### config.mk
export PLATFORM = sky130hd
export DESIGN_NAME = video_byte_pixel_decoder_core
export DESIGN_NICKNAME = d
export VERILOG_FILES = /design/src/rtl/core/vbpd_pkg.sv /design/src/rtl/core/vbpd_decode.sv /design/src/rtl/core/video_byte_pixel_decoder_core.sv
export SDC_FILE = /design/constraint.sdc
export NUM_CORES = 1
export LEC_CHECK = 0
export ABC_CLOCK_PERIOD_IN_PS = 13600
export BUFFER_PORTS_ARGS = -buffer_cell sky130_fd_sc_hd__buf_2
export CAP_MARGIN = 20
export CORE_ASPECT_RATIO = 1.25
export CORE_UTILIZATION = 50
export CTS_BUF_LIST = sky130_fd_sc_hd__clkbuf_16
export DETAILED_ROUTE_END_ITERATION = 6
export GPL_TIMING_DRIVEN = 1
export PLACE_DENSITY_LB_ADDON = 0.1
export SLEW_MARGIN = 20
export SYNTH_ARGS = -nofsm -noshare
export SYNTH_HDL_FRONTEND = slang
export SYNTH_HIERARCHICAL = 1
export SYNTH_SLANG_ARGS = --single-unit
### constraint.sdc
create_clock -name clk -period 13.6 [get_ports clk]
set_input_delay 0 -clock clk [delete_from_list [all_inputs] [get_ports clk]]
set_output_delay 0 -clock clk [all_outputs]
set_load 0.03 [all_outputs]
### src/rtl/core/vbpd_pkg.sv
// ----------------------------------------------------------------------------
// vbpd_pkg
// Shared types and constants of the video byte pixel decoder.
// ----------------------------------------------------------------------------
`default_nettype none

package vbpd_pkg;

	localparam int unsigned BYTE_W  = 8;
	localparam int unsigned ROW_W   = 8;
	localparam int unsigned COL_W   = 6;
	localparam int unsigned PAL_W   = 7;
	localparam int unsigned ADDR_W  = 17;
	localparam int unsigned PIX_W   = 3;
	localparam int unsigned NUM_PIX = 4;

	localparam int unsigned IN_TDATA_W  = 24;
	localparam int unsigned OUT_TDATA_W = 32;
	localparam int unsigned CFG_IDX_W   = 2;

	// Frame geometry
	localparam logic [ADDR_W-1:0] LINE_W_BORDER     = 17'd261;
	localparam logic [ADDR_W-1:0] TOP_OFFSET_BORDER = 17'd25;

	// Configuration register indexes
	typedef enum logic [CFG_IDX_W-1:0] {
		REG_PALETTE     = 2'd0,
		REG_COLOR_MODE  = 2'd1,
		REG_SHOW_BORDER = 2'd2
	} cfg_reg_t;

	typedef struct packed {
		logic [PAL_W-1:0] palette;
		logic             color_mode;
		logic             show_border;
	} cfg_t;

	typedef logic [NUM_PIX-1:0][PIX_W-1:0] pix_vec_t;

endpackage

`default_nettype wire

### src/rtl/core/vbpd_decode.sv
// ----------------------------------------------------------------------------
// vbpd_decode
// Combinational decode of one video byte: four pixel color indices and the
// frame buffer address of the leftmost pixel.
// ----------------------------------------------------------------------------
`default_nettype none

module vbpd_decode (
	input  var vbpd_pkg::cfg_t                      cfg,
	input  wire logic [vbpd_pkg::BYTE_W-1:0]        screen_byte,
	input  wire logic [vbpd_pkg::ROW_W-1:0]         row,
	input  wire logic [vbpd_pkg::COL_W-1:0]         col,
	output logic      [vbpd_pkg::ADDR_W-1:0]        pixel_addr,
	output vbpd_pkg::pix_vec_t                      pix
);

	// Map a two-bit color pair to an RGB index under the palette bits
	function automatic logic [vbpd_pkg::PIX_W-1:0] pair_to_rgb(
		input logic [1:0]                 c,
		input logic [vbpd_pkg::PAL_W-1:0] p
	);
		logic r, g, b;
		begin
			case (c)
				2'd0: begin
					r = (p[3] == p[4]);
					g = p[5];
					b = (p[2] == p[6]);
				end
				2'd1: begin
					r = (p[0] == p[4]);
					g = p[5];
					b = ~p[6];
				end
				2'd2: begin
					r = p[4];
					g = ~p[5];
					b = p[6];
				end
				default: begin
					r = ~p[4];
					g = (p[1] == p[5]);
					b = p[6];
				end
			endcase
			pair_to_rgb = {r, g, b};
		end
	endfunction

	logic [vbpd_pkg::ADDR_W-1:0] row_off;

	always_comb begin
		row_off = vbpd_pkg::ADDR_W'(row) + vbpd_pkg::TOP_OFFSET_BORDER;
		if (cfg.show_border) begin
			// constant multiply: synthesis folds it into shifts and adds
			pixel_addr = vbpd_pkg::ADDR_W'(row_off * vbpd_pkg::LINE_W_BORDER)
				+ vbpd_pkg::ADDR_W'({col, 2'b00});
		end else begin
			pixel_addr = {1'b0, row, col, 2'b00};
		end
	end

	// Pixel p: high bit from byte bit 7-p, low bit from byte bit 3-p
	always_comb begin
		for (int p = 0; p < vbpd_pkg::NUM_PIX; p++) begin
			if (cfg.color_mode) begin
				pix[p] = pair_to_rgb({screen_byte[7-p], screen_byte[3-p]}, cfg.palette);
			end else begin
				pix[p] = {1'b0, screen_byte[7-p], screen_byte[3-p]};
			end
		end
	end

endmodule

`default_nettype wire

### src/rtl/core/video_byte_pixel_decoder_core.sv
// ----------------------------------------------------------------------------
// video_byte_pixel_decoder_core
// Turns video memory bytes into four pixel color indices plus the frame
// buffer address of the first pixel.
// ----------------------------------------------------------------------------
// Each transfer on the slave stream carries one video byte with its screen
// line and byte column; exactly one result transfer follows on the master
// stream, in order. The block takes one byte per clock cycle while the sink
// keeps up: the byte is captured in an input register, decoded by the
// palette logic and the constant-multiply address adder, and held in a
// result register until the sink takes it. Each stage advances when the one
// after it has room, so a stalled sink stops the input only when both
// registers are full. Pixel p
// (0 = leftmost) uses byte bits 7-p and 3-p as its color pair. In color mode
// the pair and the seven palette bits give an RGB index r<<2|g<<1|b; in mono
// mode the pair itself is the index. With show_border set the frame is 261
// pixels wide and lines start 25 lines down; otherwise it is 256 wide with no
// offset. Configuration writes take effect at once and belong to idle time.
`default_nettype none

module video_byte_pixel_decoder_core (
	input  wire logic                                  clk,
	input  wire logic                                  arst_n,

	// configuration write port
	input  wire logic                                  cfg_we,
	input  wire logic [vbpd_pkg::CFG_IDX_W-1:0]        cfg_index,
	input  wire logic [vbpd_pkg::PAL_W-1:0]            cfg_data,

	// input stream
	input  wire logic                                  s_axis_tvalid,
	output logic                                       s_axis_tready,
	// tdata from bit 0: screen_byte[7:0], row[15:8], col[21:16], zero pad
	input  wire logic [vbpd_pkg::IN_TDATA_W-1:0]       s_axis_tdata,

	// result stream
	output logic                                       m_axis_tvalid,
	input  wire logic                                  m_axis_tready,
	// tdata from bit 0: pixel_addr[16:0], pix0[19:17], pix1[22:20],
	// pix2[25:23], pix3[28:26], zero pad
	output logic      [vbpd_pkg::OUT_TDATA_W-1:0]      m_axis_tdata
);

	// Configuration registers
	vbpd_pkg::cfg_t cfg_q;

	always_ff @(posedge clk or negedge arst_n) begin
		if (!arst_n) begin
			cfg_q.palette     <= '0;
			cfg_q.color_mode  <= 1'b1;
			cfg_q.show_border <= 1'b0;
		end else if (cfg_we) begin
			// writes beyond the register list are dropped
			case (vbpd_pkg::cfg_reg_t'(cfg_index))
				vbpd_pkg::REG_PALETTE:     cfg_q.palette     <= cfg_data;
				vbpd_pkg::REG_COLOR_MODE:  cfg_q.color_mode  <= cfg_data[0];
				vbpd_pkg::REG_SHOW_BORDER: cfg_q.show_border <= cfg_data[0];
				default: ;
			endcase
		end
	end

	// Pipeline control: a stage advances when the stage after it is empty
	// or is being drained in this cycle.
	logic valid_s1, valid_s2;
	logic adv_s2, adv_s1;

	assign adv_s2        = !valid_s2 || m_axis_tready;
	assign adv_s1        = !valid_s1 || adv_s2;
	assign s_axis_tready = adv_s1;
	assign m_axis_tvalid = valid_s2;

	always_ff @(posedge clk or negedge arst_n) begin
		if (!arst_n) begin
			valid_s1 <= 1'b0;
			valid_s2 <= 1'b0;
		end else begin
			if (adv_s1) begin
				valid_s1 <= s_axis_tvalid;
			end
			if (adv_s2) begin
				valid_s2 <= valid_s1;
			end
		end
	end

	// Stage 1: capture the incoming item
	logic [vbpd_pkg::BYTE_W-1:0] byte_s1;
	logic [vbpd_pkg::ROW_W-1:0]  row_s1;
	logic [vbpd_pkg::COL_W-1:0]  col_s1;

	always_ff @(posedge clk) begin
		if (adv_s1 && s_axis_tvalid) begin
			byte_s1 <= s_axis_tdata[7:0];
			row_s1  <= s_axis_tdata[15:8];
			col_s1  <= s_axis_tdata[21:16];
		end
	end

	// Decode between the two registers
	logic [vbpd_pkg::ADDR_W-1:0] addr_d;
	vbpd_pkg::pix_vec_t          pix_d;

	vbpd_decode u_decode (
		.cfg         (cfg_q),
		.screen_byte (byte_s1),
		.row         (row_s1),
		.col         (col_s1),
		.pixel_addr  (addr_d),
		.pix         (pix_d)
	);

	// Stage 2: hold the result until the sink takes it
	logic [vbpd_pkg::ADDR_W-1:0] addr_s2;
	vbpd_pkg::pix_vec_t          pix_s2;

	always_ff @(posedge clk) begin
		if (adv_s2 && valid_s1) begin
			addr_s2 <= addr_d;
			pix_s2  <= pix_d;
		end
	end

	assign m_axis_tdata = {3'b000, pix_s2[3], pix_s2[2], pix_s2[1], pix_s2[0], addr_s2};

endmodule

`default_nettype wire
* Word-level counts from Yosys, hierarchy flattened
Index checks and enable logic that the tools add are counted.
** Word-level totals
- Register bits after elaboration :: 62
- Output and inout bits :: 34
- Input port bits :: 38
- Logic and storage cells :: 73
** Operators by class
- $add $sub $neg :: 2
- Bitwise gates (word level) :: 3
- $mul :: 1
- Mux-type cells :: 17
- Reductions and logical operators :: 18
- Eq/ne operators :: 14
** Operators with widths (number)
- adder 17 x 8 -> 17 bit :: 1
- multiplier 17 x 9 -> 17 bit, second input constant :: 1
- 2-to-1 mux 16 bit :: 1
- case mux 1 bit (2 select lines) :: 8
- case mux 1 bit (3 select lines) :: 4
- == test 2 x 1 -> 1 bit, second input constant :: 5
- == test 2 bit, second input constant :: 5
- zero test 2 bit :: 5
- adder 8 x 5 -> 9 bit, second input constant :: 1
- 2-to-1 mux 2 bit :: 4
- OR reduction 2 bit :: 4
- AND reduction 2 bit :: 3
- == test 1 bit :: 4
- inverter 1 bit :: 3
- logical AND 1 bit :: 2
- zero test 1 bit :: 2
- logical OR 1 bit :: 2

* Longest topological paths before layout
Gate-level depths: netlist (run 1).
- Depth in word-level cells :: 4
- Mapped depth :: 19
- Depth with buffers taken out :: 19

* By module
Netlist (run 1), hierarchy kept.
** By module, submodules not included
- video_byte_pixel_decoder_core :: cells an instance 84, times used 1, seq. area each 1808.0 um^2, area each 2008.2 um^2
- vbpd_decode :: cells an instance 242, times used 1, seq. area each 0.0 um^2, area each 1848.0 um^2

* Least setup slack after synthesis (run 1)
Ideal clock, no wire load.
- Path type :: register to register
- Start point :: register row_s1[0] (netlist bit)
- End point :: register addr_s2[11] (netlist bit) (data pin)
- Cell stages (with the launch flop) :: 20
- Buffers on the path :: 0
- Setup time :: 260 ps
- Period minus slack after synthesis :: 4480 ps
- Required time :: 13340 ps
- Setup slack :: 9120 ps
- Arrival time :: 4220 ps
- Cell sequence :: edfxtp_1 > ha_1 > a211oi_1 > or2b_4 > xnor2_4 > inv_1 > ha_1 > ha_1 > ha_1 > inv_1 > fa_1 > inv_1 > ha_1 > o211ai_1 > a21oi_1 > nand2b_1 > a21o_1 > a21oi_1 > xnor2_1 > mux2_2
** On the way
- Word-level cells in the longest chain between the ends :: 4
** RTL lines
- from (decl) :: RTL line video_byte_pixel_decoder_core.sv:89 : logic [vbpd_pkg::ROW_W-1:0] row_s1;
- from (signal assigned) :: RTL line video_byte_pixel_decoder_core.sv:95 : row_s1 <= s_axis_tdata[15:8];
- adder 8 x 5 -> 9 bit :: RTL line vbpd_decode.sv:53 : row_off = vbpd_pkg::ADDR_W'(row) + vbpd_pkg::TOP_OFFSET_BORDER;
- multiplier 17 x 9 -> 17 bit :: RTL line vbpd_decode.sv:56 : pixel_addr = vbpd_pkg::ADDR_W'(row_off * vbpd_pkg::LINE_W_BORDER)
- adder 17 x 8 -> 17 bit :: RTL line vbpd_decode.sv:57 : + vbpd_pkg::ADDR_W'({col, 2'b00});
- 2-to-1 mux 16 bit :: RTL line vbpd_decode.sv:54 : if (cfg.show_border) begin
- net addr_d (one bit) :: RTL line video_byte_pixel_decoder_core.sv:101 : logic [vbpd_pkg::ADDR_W-1:0] addr_d;
- to (signal assigned) :: RTL line video_byte_pixel_decoder_core.sv:119 : addr_s2 <= addr_d;
- to (decl) :: RTL line video_byte_pixel_decoder_core.sv:114 : logic [vbpd_pkg::ADDR_W-1:0] addr_s2;
The timed path passes the listed nets, and every way through them passes these cells.
A chain may end at the register's enable or synchronous reset.

* Worst setup path in the final report (run 1)
Same ends and word-level chain as after synthesis.

==> results of run 1 <==
==> per-layer routing <==
metal	vias to the layer above	global-route usage	wire length, um
met1	1312	0.228	3140
met5	-	0	0
met4	0	0.0907	110
met3	9	0.0355	208
met2	57	0.415	4470
li1	1384	-	-
==> cell usage after synthesis, types with 4 or more instances <==
cell type / number
fa_1: 6
nand3_1: 4
clkbuf_1: 4
nor2_1: 16
nand3b_1: 4
nand2b_1: 9
edfxtp_1: 51
xnor2_1: 10
a21oi_1: 22
nand2_1: 17
inv_1: 27
o21ai_0: 20
xor2_1: 12
dfrtp_1: 10
mux2_2: 15
nor3_1: 5
mux2i_1: 5
ha_1: 37
==> timing repair <==
action | in CTS | in global routing
hold endpoints to repair | 44 | 0
setup endpoints to repair | 0 | 0
hold buffers | 33 | 0
==> worst register-to-register path: cells and delay by family, from the launching register on <==
family                   cells  cell delay, ps
AND/OR/NAND/NOR              2             450
multiplexers                 1             280
buffers and inverters        3             160
AO/OA/AOI/OAI                5            1100
adder cells (fa/ha/maj)      6            1960
flip-flops                   1             510
XOR/XNOR                     2             290
==> state kept, by name, summed over array words and instances (netlist names) <==
name,count
addr_s2,17
byte_s1,8
cfg_q,9
col_s1,6
m_axis_tdata,12
m_axis_tvalid,1
row_s1,8
valid_s1,1
==> worst paths after layout <==
path                            from             to  slack [ps]  cells after the start
setup / recovery           row_s1[0]    addr_s2[11]        8610                     19
setup reg to reg           row_s1[0]    addr_s2[11]        8610                     19
max in group asynchronous     arst_n       cfg_q[1]       13270                      2
hold reg to reg             valid_s1  m_axis_tvalid         490                      1
min in group asynchronous     arst_n  m_axis_tvalid          70                      2
hold / removal                cfg_we       cfg_q[1]          60                      3
==> power by group through the flow <==
stage	Combinational [uW]	Clock [uW]	Sequential (uW)
5_1_grt	318	232	273
6_report	285	222	269
2_1_floorplan	185	0	297
4_1_cts	284	226	269
3_5_place_dp	272	0	272
3_3_place_gp	268	0	272
==> layout make-up <==
cell class                 instances  area, sq um
fill                             570         2490
multi-input combinational        231         1910
sequential                        62         1810
timing repair buffer             101          683
clock buffer                      11          275
tap                               92          115
inverter                          27          101
clock inverter                     5         22.5
==> cells by family after synthesis <==
group,count (synthesis),synth area share
fa+ha+maj,43,0.151
compound gates,69,0.117
simple gates,70,0.0999
other cells,2,0.00195
flops,62,0.469
mux,20,0.0568
buf+inv,35,0.0389
xor+xnor,25,0.0655
==> stage by stage <==
step,std cells,util
floorplan,328,-
global placement,479,0.577
detailed placement,479,0.577
CTS,528,0.662
global route,529,0.664
finish,529,0.664
==> metrics, run 1 <==
Clock Sinks=62; fin crit share=0.367; CTS H-tree depth=3; status=completed; Initial Util=0.521; combinational fraction of design power=0.368; Final Net Count=513; Max Cap Viol=0; area grow syn2layout=27.4%; root buffer cell=clkbuf_16; Final WS setup=8610 ps; Leak=0.00214 uW; Seq pwr share=0.346; # IOs=72; commonest non-fill, non-tap cell in the layout=buf_2; Max-slew headroom=0.414; minimum clock period=4990 ps; Core Area=0.00740 sq mm; sw power=266 uW; Detail Placement HPWL=5440 um; post-synth cell types=54; Cell Rows=35; Layout Skew=7.05 ps; initial antenna violation count=0; Final Hold Vio Count=0; Final TNS setup=0 ps; switching part of the total power=0.343; CTS buffer count=9; measured slew at the worst slew-check pin=879 ps; vias in the first global route=2758; Skew-Pair Late Insertion Delay=330 ps; die height=100 um; post-route cell area=0.00491 sq mm; drt first pass iters=4; crit-path most repeated cell=ha_1; pre-CTS WS=8640 ps; Crit Path Category=flip-flop to flip-flop; post-CTS setup buffers=0; Post-Syn Area=0.00386 sq mm; maximum clock rate=200 MHz; Hold WC Path Type=input port to flip-flop; CTS Buffer Depth=2; largest net degree at the start of global routing=30; via count=2762; RSZ-0062 raised after global routing=no; Critical Path RT=13680 ps; Tot GR Track Use=0.217; DRC=0; slowest CP cell=edfxtp_1; CTS tree=done; Seq/Total Area, Yosys=0.469; global-route wire length before repair=12700 um; Routed Antenna Nets=0; Async S/R FF share, synth=0.177; Pwr Total=775 uW; Vias/cell=5.22; IO Port Bufs=66; Mean Syn Cell Area=11.8 sq um; commonest cells after routing, fill and taps aside=buf_2, edfxtp_1, ha_1, dlygate4sd3_1, inv_1; crit-path cells=ha_1 > a211oi_1 > or2b_4 > xnor2_4 > inv_1 > ha_1 > ha_1 > ha_1 > inv_1 > fa_1 > inv_1 > ha_1 > o211ai_1 > a21oi_1 > nand2b_1 > a21o_1 > a21oi_1 > xnor2_1 > mux2_2; Int Pwr=509 uW; Mapped Cells=326; CP endpoint kind=flip-flop; cts repair resizes=0; peak supply drop=87.4 uV; critical path arrival=5070 ps; WL/cell=15.0 um; top cell type's share of synthesized area=0.397; clock power share=0.286; max-slew violation count=0; Largest stage delay, worst path=510 ps; Ant. Diodes=0; P per Cell Area=158 mW/mm^2; WL final=7930 um; Routability Congestion=0.873; Top delay family on crit path=adder cells; Main synth FF type=edfxtp_1; die width=80.6 um; YS warnings=6; CP max FO=7; fraction of layout instances using a drive strength above 1=0.252; Post-synth EDFFs=51; Total Die Area=0.00807 sq mm; top cells by area, synth=edfxtp_1, ha_1, dfrtp_1; hold slack=56.4 ps; grt ovf=0; final setup fails=0; Iter 0 DRT Violations=76; largest area contributor in the netlist=edfxtp_1; clock-pin slew on the worst setup and hold paths=50 ps; Startpoint Class=flip-flop; Buf+Inv Stages, Crit Path=3; DP Area=0.00427 sq mm; synthesis-stage register bit count=62
Note: power is estimated with default switching activity, not from simulation.
==> run 2: changes to the inputs <==
--- a/config.mk
+++ b/config.mk
@@ -5,7 +5,7 @@
 export SDC_FILE = /design/constraint.sdc
 export NUM_CORES = 1
 export LEC_CHECK = 0
-export ABC_CLOCK_PERIOD_IN_PS = 13600
+export ABC_CLOCK_PERIOD_IN_PS = 4100
 export BUFFER_PORTS_ARGS = -buffer_cell sky130_fd_sc_hd__buf_2
 export CAP_MARGIN = 20
 export CORE_ASPECT_RATIO = 1.25
==> constraint.sdc (replaced) <==
create_clock -name clk -period 4.1 [get_ports clk]
set_input_delay 0 -clock clk [delete_from_list [all_inputs] [get_ports clk]]
set_output_delay 0 -clock clk [all_outputs]
set_load 0.03 [all_outputs]
==> run 2 against run 1 <==
Against the previous run: the run now ends with negative setup slack left; first-iteration DRC count did not move; hold slack got worse by 7.6 ps; flip-flop and latch count did not move; design area rose by 11%; critical path depth did not move; combinational power rose to 4.7 times the previous value; sequential power rose to 3.2 times the previous value; setup slack got worse by 8900 ps; total power rose to 3.9 times the previous value.
==> metrics, run 2 (same netlist as run 1, synthesis figures left out) <==
clock-pin slew on the worst setup and hold paths=50 ps; vias in the first global route=3087; drt first pass iters=5; Crit Path Category=flip-flop to flip-flop; DRC=0; Initial Util=0.521; grt ovf=0; DP Cell Count=516; measured slew at the worst slew-check pin=585 ps; initial antenna violation count=0; CP max FO=3; Total Die Area=0.00807 sq mm; Hold WC Path Type=input port to flip-flop; CTS tree=done; Core Area=0.00740 sq mm; failing checks=negative setup slack; Max-slew headroom=0.610; # IOs=72; commonest non-fill, non-tap cell in the layout=buf_2; die width=80.6 um; DP Area=0.00460 sq mm; global-route wire length before repair=14800 um; P per Cell Area=553 mW/mm^2; IO Port Bufs=66; Ant. Diodes=0; Startpoint Class=flip-flop; fin crit share=1.06; Layout Skew=4.11 ps; max-slew violation count=0; Largest register FFs=17; Cell Rows=35; die height=100 um; root buffer cell=clkbuf_16; via count=3010; Tot GR Track Use=0.252; largest net degree at the start of global routing=30; Vias/cell=5.26; status=finished, violations left; commonest cells after routing, fill and taps aside=buf_2, edfxtp_1, buf_4, dlygate4sd3_1, ha_1; Detail Placement HPWL=6250 um; fraction of layout instances using a drive strength above 1=0.383; Routability Congestion=0.852; CTS Buffer Depth=2; peak supply drop=326 uV; WL/cell=16.3 um; Iter 0 DRT Violations=76; Leak=0.00240 uW; RSZ-0062 raised after global routing=yes; final setup fails=5; Routed Antenna Nets=0; Final WS setup=-251 ps; WL final=9330 um; minimum clock period=4350 ps; CTS buffer count=9; Critical Path RT=4170 ps; CTS H-tree depth=3; Clock Sinks=62; CP endpoint kind=flip-flop; Skew-Pair Late Insertion Delay=330 ps; critical path arrival=4420 ps; Final Net Count=556; maximum clock rate=230 MHz; Final Hold Vio Count=0; area grow syn2layout=42.0%; largest register by flop count=addr_s2; post-route cell area=0.00547 sq mm; Max Cap Viol=0; Finished Layout Cells=572
==> run 2: cell count changes in the layout (fill, tap and decap cells not counted), moves of 3 or more <==
cell     change
ha_1         -8
ha_4         +8
o21ai_1      +3
inv_1        -3
a21oi_1      -6
o21ai_0      -5
a21oi_2      +4
buf_4       +43
==> run 2: stage by stage <==
step	hold slack, ps	utilization	total power (uW)	worst slack [ps]	setup TNS, ps
5_1_grt	64.0	0.740	3180	-402	-2100
4_1_cts	44.1	0.722	2920	-154	-649
3_5_place_dp	-118	0.622	2020	-228	-837
3_3_place_gp	-122	0.622	1990	-149	-540
2_1_floorplan	-296	-	1650	-43.3	-92.2
6_report	48.8	0.740	3030	-251	-769
==> run 2: layout make-up <==
type                            instances  area (sq um)
Clock buffer                            9           225
Clock inverter                          7          88.8
Inverter                               27           101
Fill cell                             502          1930
Timing Repair Buffer                  144          1000
Multi-Input combinational cell        231          2130
Tap cell                               92           115
Sequential cell                        62          1810
==> run 2: timing repair <==
action                                  CTS  global route
endpoints found under the setup margin    9             9
hold buffers                             33             0
pin swaps                                 7            17
hold endpoints to repair                 44             0
setup buffers                             4             4
resized for setup                        12            19
==> run 2: power by group <==
group / switching, uW / leakage, uW / internal, uW
Combinational: 699 / 0.00163 / 646
Clock: 282 / 0.000150 / 527
Sequential: 64.1 / 0.000619 / 810
Total: 1040 / 0.00240 / 1980
==> run 2: final timing paths <==
kind | cells past startpoint | end | slack (ps) | start
max in group asynchronous | 2 | cfg_q[1] | 3750 | arst_n
hold reg to reg | 1 | m_axis_tvalid | 510 | valid_s1
min in group asynchronous | 2 | cfg_q[2] | 90 | arst_n
setup / recovery | 19 | addr_s2[11] | -250 | row_s1[0]
setup reg to reg | 19 | addr_s2[11] | -250 | row_s1[0]
hold / removal | 3 | cfg_q[0] | 50 | cfg_we
==> run 2: routing by layer <==
layer / wire length, um / global-route usage
met1: 3450 / 0.265
met2: 5260 / 0.476
met3: 315 / 0.0491
met4: 302 / 0.111
met5: 0 / 0
==> run 2: worst max-delay path: stages, from the launching register on <==
cell and delay, ps:
edfxtp_1 440, ha_4 210, a211oi_4 210, or2b_4 190
xnor2_4 120, inv_1 70, ha_1 290, ha_1 280
ha_1 270, inv_1 40, fa_1 490, inv_2 50
ha_4 240, o211ai_1 210, a21oi_2 60, nand2b_4 150
a21o_1 220, a21oi_4 200, xnor2_2 110, mux2_4 260
